==> src/hw/rtl/sensor_average_threshold_control_macros.svh <==
// ----------------------------------------------------------------------------
// Assertion macros
// Shared concurrent assertion forms for the sensor averaging block.
// ----------------------------------------------------------------------------
`ifndef SENSOR_AVERAGE_THRESHOLD_CONTROL_MACROS_SVH
`define SENSOR_AVERAGE_THRESHOLD_CONTROL_MACROS_SVH

// Condition that must hold at every clock edge out of reset.
`define SAT_ASSERT_ALWAYS(lbl, cond, msg) \
  lbl: assert property (@(posedge clk_i) disable iff (!rst_ni) (cond)) else $error(msg);

// Consequence that must hold in the cycle after the trigger.
`define SAT_ASSERT_NEXT(lbl, trig, cons, msg) \
  lbl: assert property (@(posedge clk_i) disable iff (!rst_ni) (trig) |=> (cons)) \
    else $error(msg);

`endif

==> src/hw/rtl/sat_pkg.sv <==
// ----------------------------------------------------------------------------
// sat_pkg
// Register map, widths and reset values for the sensor averaging block.
// ----------------------------------------------------------------------------
package sat_pkg;

  localparam int unsigned SetpointW = 12;
  localparam int unsigned MeanW     = 12;
  localparam int unsigned CountW    = 32;
  localparam int unsigned CfgIdxW   = 3;
  localparam int unsigned CfgDataW  = 32;

  typedef logic [SetpointW-1:0] setpoint_t;
  typedef logic [CountW-1:0]    count_t;

  typedef enum logic [CfgIdxW-1:0] {
    REG_MOISTURE_SETPOINT    = 3'd0,
    REG_TEMPERATURE_SETPOINT = 3'd1,
    REG_LIGHT_THRESHOLD      = 3'd2,
    REG_PHOTOPERIOD_ENABLE   = 3'd3,
    REG_LIGHT_GOAL_SECONDS   = 3'd4
  } cfg_reg_e;

  localparam setpoint_t MoistureSetpointRst    = setpoint_t'(3000);
  localparam setpoint_t TemperatureSetpointRst = setpoint_t'(1600);
  localparam setpoint_t LightThresholdRst      = setpoint_t'(2000);
  localparam logic      PhotoperiodEnableRst   = 1'b0;
  localparam count_t    LightGoalSecondsRst    = count_t'(14 * 3600);

  // Drive bits produced for each item.
  typedef struct packed {
    logic pump;
    logic fan;
    logic grow;
  } drive_t;

endpackage

==> src/hw/rtl/sat_channel.sv <==
// ----------------------------------------------------------------------------
// sat_channel
// One sensor channel: circular sample history, running sum and mean.
// ----------------------------------------------------------------------------
module sat_channel #(
  parameter int unsigned AVERAGE_SHIFT = 5,
  parameter int unsigned SAMPLE_BITS   = 12
) (
  input  logic                     clk_i,
  input  logic                     rst_ni,
  input  logic                     update_i,
  input  logic [AVERAGE_SHIFT-1:0] slot_i,
  input  logic [SAMPLE_BITS-1:0]   sample_i,
  output logic [SAMPLE_BITS-1:0]   mean_o
);

  localparam int unsigned Depth = 1 << AVERAGE_SHIFT;
  localparam int unsigned SumW  = SAMPLE_BITS + AVERAGE_SHIFT;

  logic [SAMPLE_BITS-1:0] hist_q [Depth];
  logic [SumW-1:0]        sum_q, sum_d;

  // oldest sample drops out, new one comes in
  assign sum_d  = sum_q - SumW'(hist_q[slot_i]) + SumW'(sample_i);
  assign mean_o = sum_d[SumW-1:AVERAGE_SHIFT];

  always_ff @(posedge clk_i or negedge rst_ni) begin
    if (!rst_ni) begin
      for (int i = 0; i < Depth; i++) begin
        hist_q[i] <= '0;
      end
      sum_q <= '0;
    end else if (update_i) begin
      hist_q[slot_i] <= sample_i;
      sum_q          <= sum_d;
    end
  end

endmodule

==> src/hw/rtl/sensor_average_threshold_control.sv <==
// ----------------------------------------------------------------------------
// sensor_average_threshold_control
// Running-mean filters on three sensor channels, lit-seconds counting and
// pump / fan / grow-light drive decisions.
// ----------------------------------------------------------------------------
// Channel  Handshake                  Payload
// in       in_valid_i / in_ready_o    light, temperature, moisture samples, clear
// out      out_valid_o / out_ready_i  three means, drive bits, lit seconds
// cfg      cfg_valid_i / cfg_ready_o  cfg_index_i, cfg_data_i (always ready)
//
// One item per cycle sustained while out_ready_i is held; an accepted input
// passes through the input register, then the result register.
// The history read, sum update and threshold compares sit between the two.
// Reset clears histories, sums, counters and loads register defaults at once.
// A stalled result holds; the input register still takes one more item.
// ----------------------------------------------------------------------------
`include "sensor_average_threshold_control_macros.svh"

module sensor_average_threshold_control
  import sat_pkg::*;
#(
  parameter int unsigned AVERAGE_SHIFT    = 5,
  parameter int unsigned TICKS_PER_SECOND = 10,
  parameter int unsigned SAMPLE_BITS      = 12
) (
  input  logic                   clk_i,
  input  logic                   rst_ni,
  // input items
  input  logic                   in_valid_i,
  output logic                   in_ready_o,
  input  logic [SAMPLE_BITS-1:0] light_sample_i,
  input  logic [SAMPLE_BITS-1:0] temperature_sample_i,
  input  logic [SAMPLE_BITS-1:0] moisture_sample_i,
  input  logic                   clear_light_count_i,
  // result items
  output logic                   out_valid_o,
  input  logic                   out_ready_i,
  output logic [MeanW-1:0]       light_mean_o,
  output logic [MeanW-1:0]       temperature_mean_o,
  output logic [MeanW-1:0]       moisture_mean_o,
  output logic                   pump_on_o,
  output logic                   fan_on_o,
  output logic                   grow_light_on_o,
  output logic [CountW-1:0]      lit_seconds_o,
  // configuration writes
  input  logic                   cfg_valid_i,
  output logic                   cfg_ready_o,
  input  logic [CfgIdxW-1:0]     cfg_index_i,
  input  logic [CfgDataW-1:0]    cfg_data_i
);

  localparam int unsigned TickW = (TICKS_PER_SECOND > 1) ? $clog2(TICKS_PER_SECOND) : 1;
  localparam int unsigned CmpW  = (SAMPLE_BITS > SetpointW) ? SAMPLE_BITS : SetpointW;
  localparam logic [TickW-1:0] TickLast = TickW'(TICKS_PER_SECOND - 1);

  // configuration registers
  setpoint_t moist_sp_q, temp_sp_q, light_thr_q;
  logic      photo_en_q;
  count_t    goal_q;

  // input register
  logic                   s1_valid_q;
  logic [SAMPLE_BITS-1:0] s1_light_q, s1_temp_q, s1_moist_q;
  logic                   s1_clear_q;

  // control state
  logic [AVERAGE_SHIFT-1:0] slot_q;
  logic [TickW-1:0]         tick_q, tick_d;
  count_t                   lit_q, lit_d;
  logic                     grow_q;

  // result register
  logic                   out_valid_q;
  logic [MeanW-1:0]       lm_out_q, tm_out_q, mm_out_q;
  drive_t                 drive_q, drive_d;

  logic                   adv;
  logic                   tick_wrap;
  logic [SAMPLE_BITS-1:0] lm, tm, mm;
  logic                   daylight;

  assign adv        = s1_valid_q && (!out_valid_q || out_ready_i);
  assign in_ready_o = !s1_valid_q || adv;
  assign cfg_ready_o = 1'b1;

  // --------------------------------------------------------------------------
  // Configuration
  // --------------------------------------------------------------------------
  always_ff @(posedge clk_i or negedge rst_ni) begin
    if (!rst_ni) begin
      moist_sp_q  <= MoistureSetpointRst;
      temp_sp_q   <= TemperatureSetpointRst;
      light_thr_q <= LightThresholdRst;
      photo_en_q  <= PhotoperiodEnableRst;
      goal_q      <= LightGoalSecondsRst;
    end else if (cfg_valid_i) begin
      case (cfg_index_i)
        REG_MOISTURE_SETPOINT:    moist_sp_q  <= cfg_data_i[SetpointW-1:0];
        REG_TEMPERATURE_SETPOINT: temp_sp_q   <= cfg_data_i[SetpointW-1:0];
        REG_LIGHT_THRESHOLD:      light_thr_q <= cfg_data_i[SetpointW-1:0];
        REG_PHOTOPERIOD_ENABLE:   photo_en_q  <= cfg_data_i[0];
        REG_LIGHT_GOAL_SECONDS:   goal_q      <= cfg_data_i[CountW-1:0];
        default: ;
      endcase
    end
  end

  // --------------------------------------------------------------------------
  // Input register
  // --------------------------------------------------------------------------
  always_ff @(posedge clk_i or negedge rst_ni) begin
    if (!rst_ni) begin
      s1_valid_q <= 1'b0;
    end else if (in_ready_o) begin
      s1_valid_q <= in_valid_i;
    end
  end

  always_ff @(posedge clk_i) begin
    if (in_valid_i && in_ready_o) begin
      s1_light_q <= light_sample_i;
      s1_temp_q  <= temperature_sample_i;
      s1_moist_q <= moisture_sample_i;
      s1_clear_q <= clear_light_count_i;
    end
  end

  // --------------------------------------------------------------------------
  // Filters
  // --------------------------------------------------------------------------
  sat_channel #(
    .AVERAGE_SHIFT(AVERAGE_SHIFT),
    .SAMPLE_BITS  (SAMPLE_BITS)
  ) u_light (
    .clk_i   (clk_i),
    .rst_ni  (rst_ni),
    .update_i(adv),
    .slot_i  (slot_q),
    .sample_i(s1_light_q),
    .mean_o  (lm)
  );

  sat_channel #(
    .AVERAGE_SHIFT(AVERAGE_SHIFT),
    .SAMPLE_BITS  (SAMPLE_BITS)
  ) u_temp (
    .clk_i   (clk_i),
    .rst_ni  (rst_ni),
    .update_i(adv),
    .slot_i  (slot_q),
    .sample_i(s1_temp_q),
    .mean_o  (tm)
  );

  sat_channel #(
    .AVERAGE_SHIFT(AVERAGE_SHIFT),
    .SAMPLE_BITS  (SAMPLE_BITS)
  ) u_moist (
    .clk_i   (clk_i),
    .rst_ni  (rst_ni),
    .update_i(adv),
    .slot_i  (slot_q),
    .sample_i(s1_moist_q),
    .mean_o  (mm)
  );

  // --------------------------------------------------------------------------
  // Lit-seconds counter and drive bits
  // --------------------------------------------------------------------------
  assign tick_wrap = (tick_q == TickLast);
  assign tick_d    = tick_wrap ? '0 : tick_q + TickW'(1);
  assign daylight  = CmpW'(lm) <= CmpW'(light_thr_q);

  always_comb begin
    lit_d = lit_q;
    if (s1_clear_q) begin
      lit_d = '0;
    end else if (tick_wrap && (grow_q || daylight) && (lit_q != '1)) begin
      lit_d = lit_q + count_t'(1);
    end
  end

  always_comb begin
    drive_d.pump = CmpW'(mm) > CmpW'(moist_sp_q);
    drive_d.fan  = CmpW'(tm) < CmpW'(temp_sp_q);
    drive_d.grow = photo_en_q && (lit_d < goal_q) && !daylight;
  end

  always_ff @(posedge clk_i or negedge rst_ni) begin
    if (!rst_ni) begin
      slot_q <= '0;
      tick_q <= '0;
      lit_q  <= '0;
      grow_q <= 1'b0;
    end else if (adv) begin
      slot_q <= slot_q + AVERAGE_SHIFT'(1);
      tick_q <= tick_d;
      lit_q  <= lit_d;
      grow_q <= drive_d.grow;
    end
  end

  // --------------------------------------------------------------------------
  // Result register
  // --------------------------------------------------------------------------
  always_ff @(posedge clk_i or negedge rst_ni) begin
    if (!rst_ni) begin
      out_valid_q <= 1'b0;
    end else if (adv) begin
      out_valid_q <= 1'b1;
    end else if (out_ready_i) begin
      out_valid_q <= 1'b0;
    end
  end

  always_ff @(posedge clk_i) begin
    if (adv) begin
      lm_out_q <= MeanW'(lm);
      tm_out_q <= MeanW'(tm);
      mm_out_q <= MeanW'(mm);
      drive_q  <= drive_d;
    end
  end

  assign out_valid_o        = out_valid_q;
  assign light_mean_o       = lm_out_q;
  assign temperature_mean_o = tm_out_q;
  assign moisture_mean_o    = mm_out_q;
  assign pump_on_o          = drive_q.pump;
  assign fan_on_o           = drive_q.fan;
  assign grow_light_on_o    = drive_q.grow;
  assign lit_seconds_o      = lit_q;

  // --------------------------------------------------------------------------
  // Assertions
  // --------------------------------------------------------------------------
  `SAT_ASSERT_ALWAYS(a_tick_range, tick_q <= TickLast, "tick counter out of range")
  `SAT_ASSERT_NEXT(a_clear_zeroes, adv && s1_clear_q, lit_seconds_o == '0, "clear missed")
  `SAT_ASSERT_NEXT(a_count_monotonic, adv && !s1_clear_q, lit_q >= $past(lit_q), "count fell")
  `SAT_ASSERT_NEXT(a_result_follows, adv, out_valid_q, "processed item produced no result")

endmodule

==> config.mk <==
export PLATFORM = sky130hd
export DESIGN_NAME = sensor_average_threshold_control
export DESIGN_NICKNAME = d
export VERILOG_FILES = /design/src/hw/rtl/sat_pkg.sv /design/src/hw/rtl/sat_channel.sv /design/src/hw/rtl/sensor_average_threshold_control.sv
export VERILOG_INCLUDE_DIRS = /design/src /design/src/hw/rtl
export SDC_FILE = /design/constraint.sdc
export NUM_CORES = 2
export LEC_CHECK = 0
export BUFFER_PORTS_ARGS = -buffer_cell sky130_fd_sc_hd__buf_2
export CELL_PAD_IN_SITES_DETAIL_PLACEMENT = 0
export CELL_PAD_IN_SITES_GLOBAL_PLACEMENT = 1
export CORE_ASPECT_RATIO = 1.25
export CORE_MARGIN = 2
export CORE_UTILIZATION = 50
export DETAILED_ROUTE_END_ITERATION = 16
export GPL_TIMING_DRIVEN = 0
export PLACE_DENSITY = 0.76
export SLEW_MARGIN = 20
export SYNTH_ARGS = -nofsm -noshare
export SYNTH_HDL_FRONTEND = slang
export SYNTH_SLANG_ARGS = --single-unit
==> constraint.sdc <==
create_clock -name clk_i -period 17.4 [get_ports clk_i]
set_input_delay 2.61 -clock clk_i [delete_from_list [all_inputs] [get_ports clk_i]]
set_output_delay 2.61 -clock clk_i [all_outputs]
set_load 0.02 [all_outputs]
* Yosys cells after proc, flatten, opt, wreduce, memory -nomap -nowiden
Cells that the tools add are included.
W data, S select, Z words.
** Word-level totals
- RAM bits :: 0
- Latch bits :: 0
- Memories kept :: 0
- Bits in read-only memories :: 0
- Flip-flop bits (word level) :: 1392
- Input bits :: 77
** Cells by class
- Bitwise logic cells :: 1
- $lt $le $gt $ge :: 6
- Add/subtract/negate cells :: 9
- Divide/modulo/power cells :: 0
- Reduce and logical (&&, ||, !) cells :: 20
- Equal/unequal tests :: 6
- Multipliers :: 0
- Shifts and indexed selects :: 0
- Multiplexer cells :: 19
** Operator list (number)
- $bwmux W384 :: 3
- $bmux W12 S5 :: 3
- $mux W12 :: 7
- $mux W32 :: 2
- $demux W12 S5 :: 1
- $add A17 B12 Y17 :: 3
- $sub A17 B12 Y17 :: 3
- $add A32 B1 Y32 const B :: 1
- $lt A32 B32 Y1 :: 1
- $ne A32 B32 Y1 const B :: 1
- $gt A12 B12 Y1 :: 1
- $le A12 B12 Y1 :: 1
- $lt A12 B12 Y1 :: 1
- $reduce_and A2 Y1 :: 5
- $logic_and A1 B1 Y1 :: 7
- $eq A3 B2 Y1 const B :: 2
- $ge A6 B6 Y1 const B :: 1
- $lt A6 B1 Y1 const B :: 1
- $not A5 Y6 :: 1
- $add A5 B1 Y5 const B :: 1
- $add A4 B1 Y4 const B :: 1
- $eq A4 B4 Y1 const B :: 1
- $mux W4 :: 1
- $eq A3 B1 Y1 const B :: 1
- other kinds (6) :: 11

* Depth between registers and ports, before layout
- Depth in word-level cells :: 15
- Gate-level depth with buffers :: 38

* Cells and area by module
A second synthesis with hierarchy kept.
** Second synthesis, totals
- Cells, all modules :: 5109
- Area total of the unflattened synthesis :: 66403.7 um^2
** By module, submodules not included
- sat_channel (u_light ...) :: cells each 1403, area each 18955.7 um^2, instances 2, seq. area each 10034.6 um^2
- sat_channel (u_temp) :: cells each 1406, area each 19045.8 um^2, instances 1, seq. area each 10034.6 um^2
- sensor_average_threshold_control :: cells each 897, area each 9446.6 um^2, instances 1, seq. area each 5137.4 um^2

* Least setup slack after synthesis
OpenSTA, ideal clock, no wires.
- Path kind :: register to register
- Start :: register slot_q[0]
- End :: register grow_q
- Library setup time :: 0.094 ns
- Slack :: 9.132 ns
- Data arrival time :: 8.174 ns
- Path buffers :: 4
- Stages on the path, launching flop included :: 37
- Cell sequence :: dfrtp_1 clkbuf_1 clkbuf_1 buf_2 mux4_2 a22oi_1 nand4_1 ha_1 inv_1 ha_1 fa_1 a211oi_2 o21ai_0 and4_1 or3_1 nand2_1 o21ai_0 mux2i_1 xnor2_1 ha_1 and4_1 nand3b_1 o21ai_1 a211oi_4 nor4_4 buf_6 xnor2_1 nor2_1 ha_1 a21o_1 a21o_1 a21o_1 a211oi_1 o21ai_0 nor4_2 nor4_1 a211oi_1
** Between the ends
- Longest elaborated chain between the ends :: 15
** RTL lines
- start: declaration :: line sensor_average_threshold_control.sv:67 : logic [AVERAGE_SHIFT-1:0] slot_q;
- start signal: assignment :: line sensor_average_threshold_control.sv:196 : slot_q <= slot_q + AVERAGE_SHIFT'(1);
- $not A5 Y6 (implied by the code) :: line sat_channel.sv:24 : assign sum_d = sum_q - SumW'(hist_q[slot_i]) + SumW'(sample_i);
- $bmux W12 S5 :: line sat_channel.sv:24
- $mux W12 (implied by the code) (2 in series) :: line sat_channel.sv:24
- $sub A17 B12 Y17 :: line sat_channel.sv:24
- $add A17 B12 Y17 :: line sat_channel.sv:24
- via lm[11] :: line sensor_average_threshold_control.sv:79 : logic [SAMPLE_BITS-1:0] lm, tm, mm;
- $le A12 B12 Y1 :: line sensor_average_threshold_control.sv:172 : assign daylight = CmpW'(lm) <= CmpW'(light_thr_q);
- $logic_or A1 B1 Y1 :: line sensor_average_threshold_control.sv:178 : end else if (tick_wrap && (grow_q || daylight) && (lit_q != '1)) begin
- $logic_and A1 B1 Y1 (2 in series) :: line sensor_average_threshold_control.sv:178
- $mux W32 :: line sensor_average_threshold_control.sv:178
- $mux W32 :: line sensor_average_threshold_control.sv:176 : if (s1_clear_q) begin
- via lit_d[17] :: line sensor_average_threshold_control.sv:69 : count_t lit_q, lit_d;
- $lt A32 B32 Y1 :: line sensor_average_threshold_control.sv:186 : drive_d.grow = photo_en_q && (lit_d < goal_q) && !daylight;
- $logic_and A1 B1 Y1 (2 in series) :: line sensor_average_threshold_control.sv:186
- end signal: assignment :: line sensor_average_threshold_control.sv:199 : grow_q <= drive_d.grow;
- end: declaration :: line sensor_average_threshold_control.sv:70 : logic grow_q;
The timed path passes the listed nets, and every way through them passes these cells. The select of a mux whose other input is x is not followed.
A chain may end at the register's enable or synchronous reset.

* Worst setup path after layout
- Start :: register slot_q[1]
- End :: register grow_q
The elaborated chain is that of the path after synthesis.

==> out/results.tsv <==
stage	metric	value	unit
outcome	status	completed	
finish	fillers	11033	
sta	max_slew headroom	15.4	%
pwr	power share of the clock group	20.2	%
pwr	Pint	9.36	mW
logic_synthesis	Synth cell types	70	
sta	Final period util	63.1	%
logic_synthesis	cell taking the most area after synthesis	dfrtp_1	
run	Max-Cap Viols	0	
global_route	maximum number of pins on one net before global-route repair	134	
logic_synthesis	EDFF count, synth	76	
placed_design	Port Buf Inserts	149	
logic_synthesis	Mapped Nets	5944	
logic_synthesis	Seq/Total Area, Yosys	55.4	%
finish	Final Net Count	6261	
route	DR DRC count	0	
route	post-route ant nets	0	
finish	Finished Cell Area	72100	sq um
finish	layout cells sized above 1	16.9	%
clock_tree	CTS sink count	1392	
sta	post-layout min period	10970	ps
critical_path	Crit-path slowest cell	clkbuf_1	
logic_synthesis	Avg Cell Area, Syn	11.1	sq um
pwr	VDD IR max	179	uV
clock_tree	# hold bufs at CTS	0	
critical_path	CP startpoint kind	register	
logic_synthesis	Mapped Area	63600	sq um
die	Initial Util	50.3	%
route	routed vias/inst	6.22	
route	Iter 0 DRT Violations	5484	
logic_synthesis	Ys Warns	0	
logic_synthesis	FF+latch count, synth	1392	
critical_path	Req. time, crit path	18090	ps
finish	Synth-to-Final Area Change	13.2	%
sta	count of pins over their slew limit	0	
sta	setup TNS	0	ps
die	DIE AREA	130000	sq um
placed_design	Post-DP Area	67200	sq um
placed_design	DPL Wire Length	168	mm
clock_tree	post-CTS setup buffers	0	
global_route	antenna violations before repair	9	
pwr	sequential power share	33.1	%
global_route	first-pass GRT wire length	344	mm
clock_tree	CTS tree	done	
sta	final hold vios	0	
pwr	Sw Pwr	6.59	mW
critical_path	Top cell by count, worst path	ha_1	
sta	actual slew at the worst max-slew pin	1270	ps
logic_synthesis	synthesized netlist cell count	5709	
pwr	Comb pwr share	46.8	%
die	Die Ht	403	um
sta	RSZ-0062 raised after global routing	false	
hold_path	Worst Hold Class	register to register	
route	Total Wirelength	240	mm
logic_synthesis	top-count cell post-synth	dfrtp_1	
logic_synthesis	top post-synthesis cells by count	1294 x dfrtp_1, 1138 x nand2_1, 1126 x o21ai_0	
critical_path	critical path arrival	11660	ps
placed_design	routability cong.	1.00	
global_route	Tot GR Track Use	37.4	%
finish	area of the multi-input gates	25700	sq um
clock_tree	# resized after CTS	0	
clock_tree	Skew-Pair Late Insertion Delay	800	ps
sta	final setup vio count	0	
pwr	Power Density	221	nW/um^2
clock_tree	Clock Tree Buf Depth	3	
route	Avg WL per Cell	30.5	um
critical_path	Crit Path Class	register to register	
route	via count	48832	
logic_synthesis	top cell type's share of synthesized area	50.9	%
pwr	Lkg Pwr	32.4	nW
critical_path	CP peak stage delay	840	ps
logic_synthesis	Async SR Flop Fraction	94.5	%
clock_tree	# H-tree levels	4	
die	Die X	323	um
logic_synthesis	most frequently used flop master after synthesis	dfrtp_1	
die	Core Box Area	127000	sq um
critical_path	CP endpoint kind	register	
logic_synthesis	Synth area leaders	dfrtp_1 51%, mux4_2 10%, o21ai_0 8.9%	
die	IO Count	151	
finish	Register Area	35200	sq um
global_route	global-route congestion overflow total	0	
critical_path	CP Max Fanout	10	
sta	clk_skew	36.1	ps
die	row count	146	
clock_tree	CTS clock-pin slew for the worst setup and hold paths	60	ps
global_route	vias in the first global route	48469	
clock_tree	clk root buf	clkbuf_16	
pwr	Net Sw Frac	41.3	%
sta	f_max	91.1	MHz
route	drt pass-1 iters	6	
clock_tree	total CTS buffers	144	
[layout make-up]
cell class | instances | area share (%)
inverters | 220 | 1.15
clock inverters | 56 | 0.903
repair buffers | 171 | 1.85
multi-input cells | 3612 | 35.6
clock buffers | 209 | 5.83
plain buffers | 485 | 2.76
flip-flops and latches | 1392 | 48.9
diodes | 4 | 0.0139
well taps | 1702 | 2.95
[state kept, by name (all words and copies together) (netlist names), 4 cells and up]
name,count
u_temp.sum_q,17
moisture_mean_o,12
s1_moist_q,12
temp_sp_q,12
u_temp.hist_q,384
u_light.hist_q,384
u_moist.sum_q,17
temperature_mean_o,12
u_moist.hist_q,384
u_light.sum_q,17
s1_light_q,12
s1_temp_q,12
light_thr_q,12
slot_q,5
lit_seconds_o,32
light_mean_o,12
moist_sp_q,12
goal_q,32
tick_q,4
[worst max-delay path, delay by kind of cell, from the launching register on]
family	cells	cell delay [ps]
mux	2	610
buf+inv	5	2470
flops	1	480
compound gates	14	2900
simple gates	8	2240
fa+ha+maj	5	1730
xor+xnor	2	380
[layout by cell type, fill, tap and decap left out, types with 12 or more instances in the layout]
master / count
clkbuf_2: 68
xnor2_1: 47
edfxtp_1: 76
buf_1: 12
nand3_1: 51
nand2_1: 1138
and3_1: 17
clkbuf_1: 402
clkinv_2: 29
a22oi_1: 138
nor2b_1: 14
clkbuf_8: 27
dfstp_2: 22
xor2_1: 32
a31oi_1: 18
o21ai_0: 1126
mux4_2: 288
clkbuf_16: 148
buf_2: 178
fa_1: 36
a21o_1: 28
nand4_1: 50
ha_1: 122
a211oi_1: 12
buf_16: 19
a21oi_1: 49
nor2_1: 74
o31ai_1: 29
mux2_2: 204
nor3_1: 16
dfrtp_1: 1294
inv_1: 220
[metal layers]
| metal | GRT usage [%] | up-vias | wire length [um] |
|---|---|---|---|
| met5 | 0.866 | - | 358 |
| met4 | 26.7 | 16 | 20200 |
| met3 | 10.0 | 780 | 23100 |
| met2 | 57.4 | 2567 | 110000 |
| met1 | 45.6 | 24865 | 86400 |
| li1 | - | 20604 | - |
[final timing paths]
| check | start | endpoint | cells after the start | slack (ps) |
|---|---|---|---|---|
| max in group asynchronous | rst_ni | u_light.hist_q[153]$_DFFE_PN0P_ | 4 | 13550 |
| min reg2reg | u_light.hist_q[92]$_DFFE_PN0P_ | u_light.hist_q[92]$_DFFE_PN0P_ | 2 | 480 |
| min in group asynchronous | rst_ni | u_moist.sum_q[16]$_DFFE_PN0P_ | 1 | 1740 |
| max reg2reg | slot_q[1]$_DFFE_PN0P_ | grow_q$_DFFE_PN0P_ | 36 | 6430 |
| min | u_light.hist_q[92]$_DFFE_PN0P_ | u_light.hist_q[92]$_DFFE_PN0P_ | 2 | 480 |
| max | slot_q[1]$_DFFE_PN0P_ | grow_q$_DFFE_PN0P_ | 36 | 6430 |
[kinds of logic (layout without fill, tap and decap cells)]
logic type | after synthesis | in the layout | synth area share, %
other | 1 | 5 | 0.00589
adders and majority gates | 158 | 158 | 3.53
xor gates and xnor gates | 79 | 79 | 1.09
AOI/OAI and AO/OA | 1449 | 1449 | 12.5
muxes | 497 | 497 | 13.9
and+or+nand+nor | 1428 | 1428 | 9.36
DFF | 1392 | 1392 | 55.4
buffers and inverters | 705 | 1141 | 4.27
[stage by stage]
stage / setup WS (ps) / hold slack, ps / std cells / util, % / power (mW)
CTS: 6460 / 478 / 7847 / 56.9 / 15.8
detailed placement: 6510 / 465 / 7582 / 53.1 / 12.6
finish: 6430 / 475 / 7851 / 56.9 / 15.9
global placement: -15490 / 456 / 7560 / 52.5 / 12.3
global route: 5920 / 492 / 7847 / 56.9 / 16.8
floorplan: 9130 / 445 / 5709 / - / 9.96
[power by group through the flow]
stage | clock [mW] | combinational (mW) | sequential (mW)
global placement | 0 | 7.09 | 5.26
finish | 3.22 | 7.46 | 5.27
detailed placement | 0 | 7.32 | 5.29
global route | 3.36 | 8.10 | 5.38
floorplan | 0 | 4.82 | 5.14
CTS | 3.23 | 7.35 | 5.24
(Power assumes the default switching activity.)
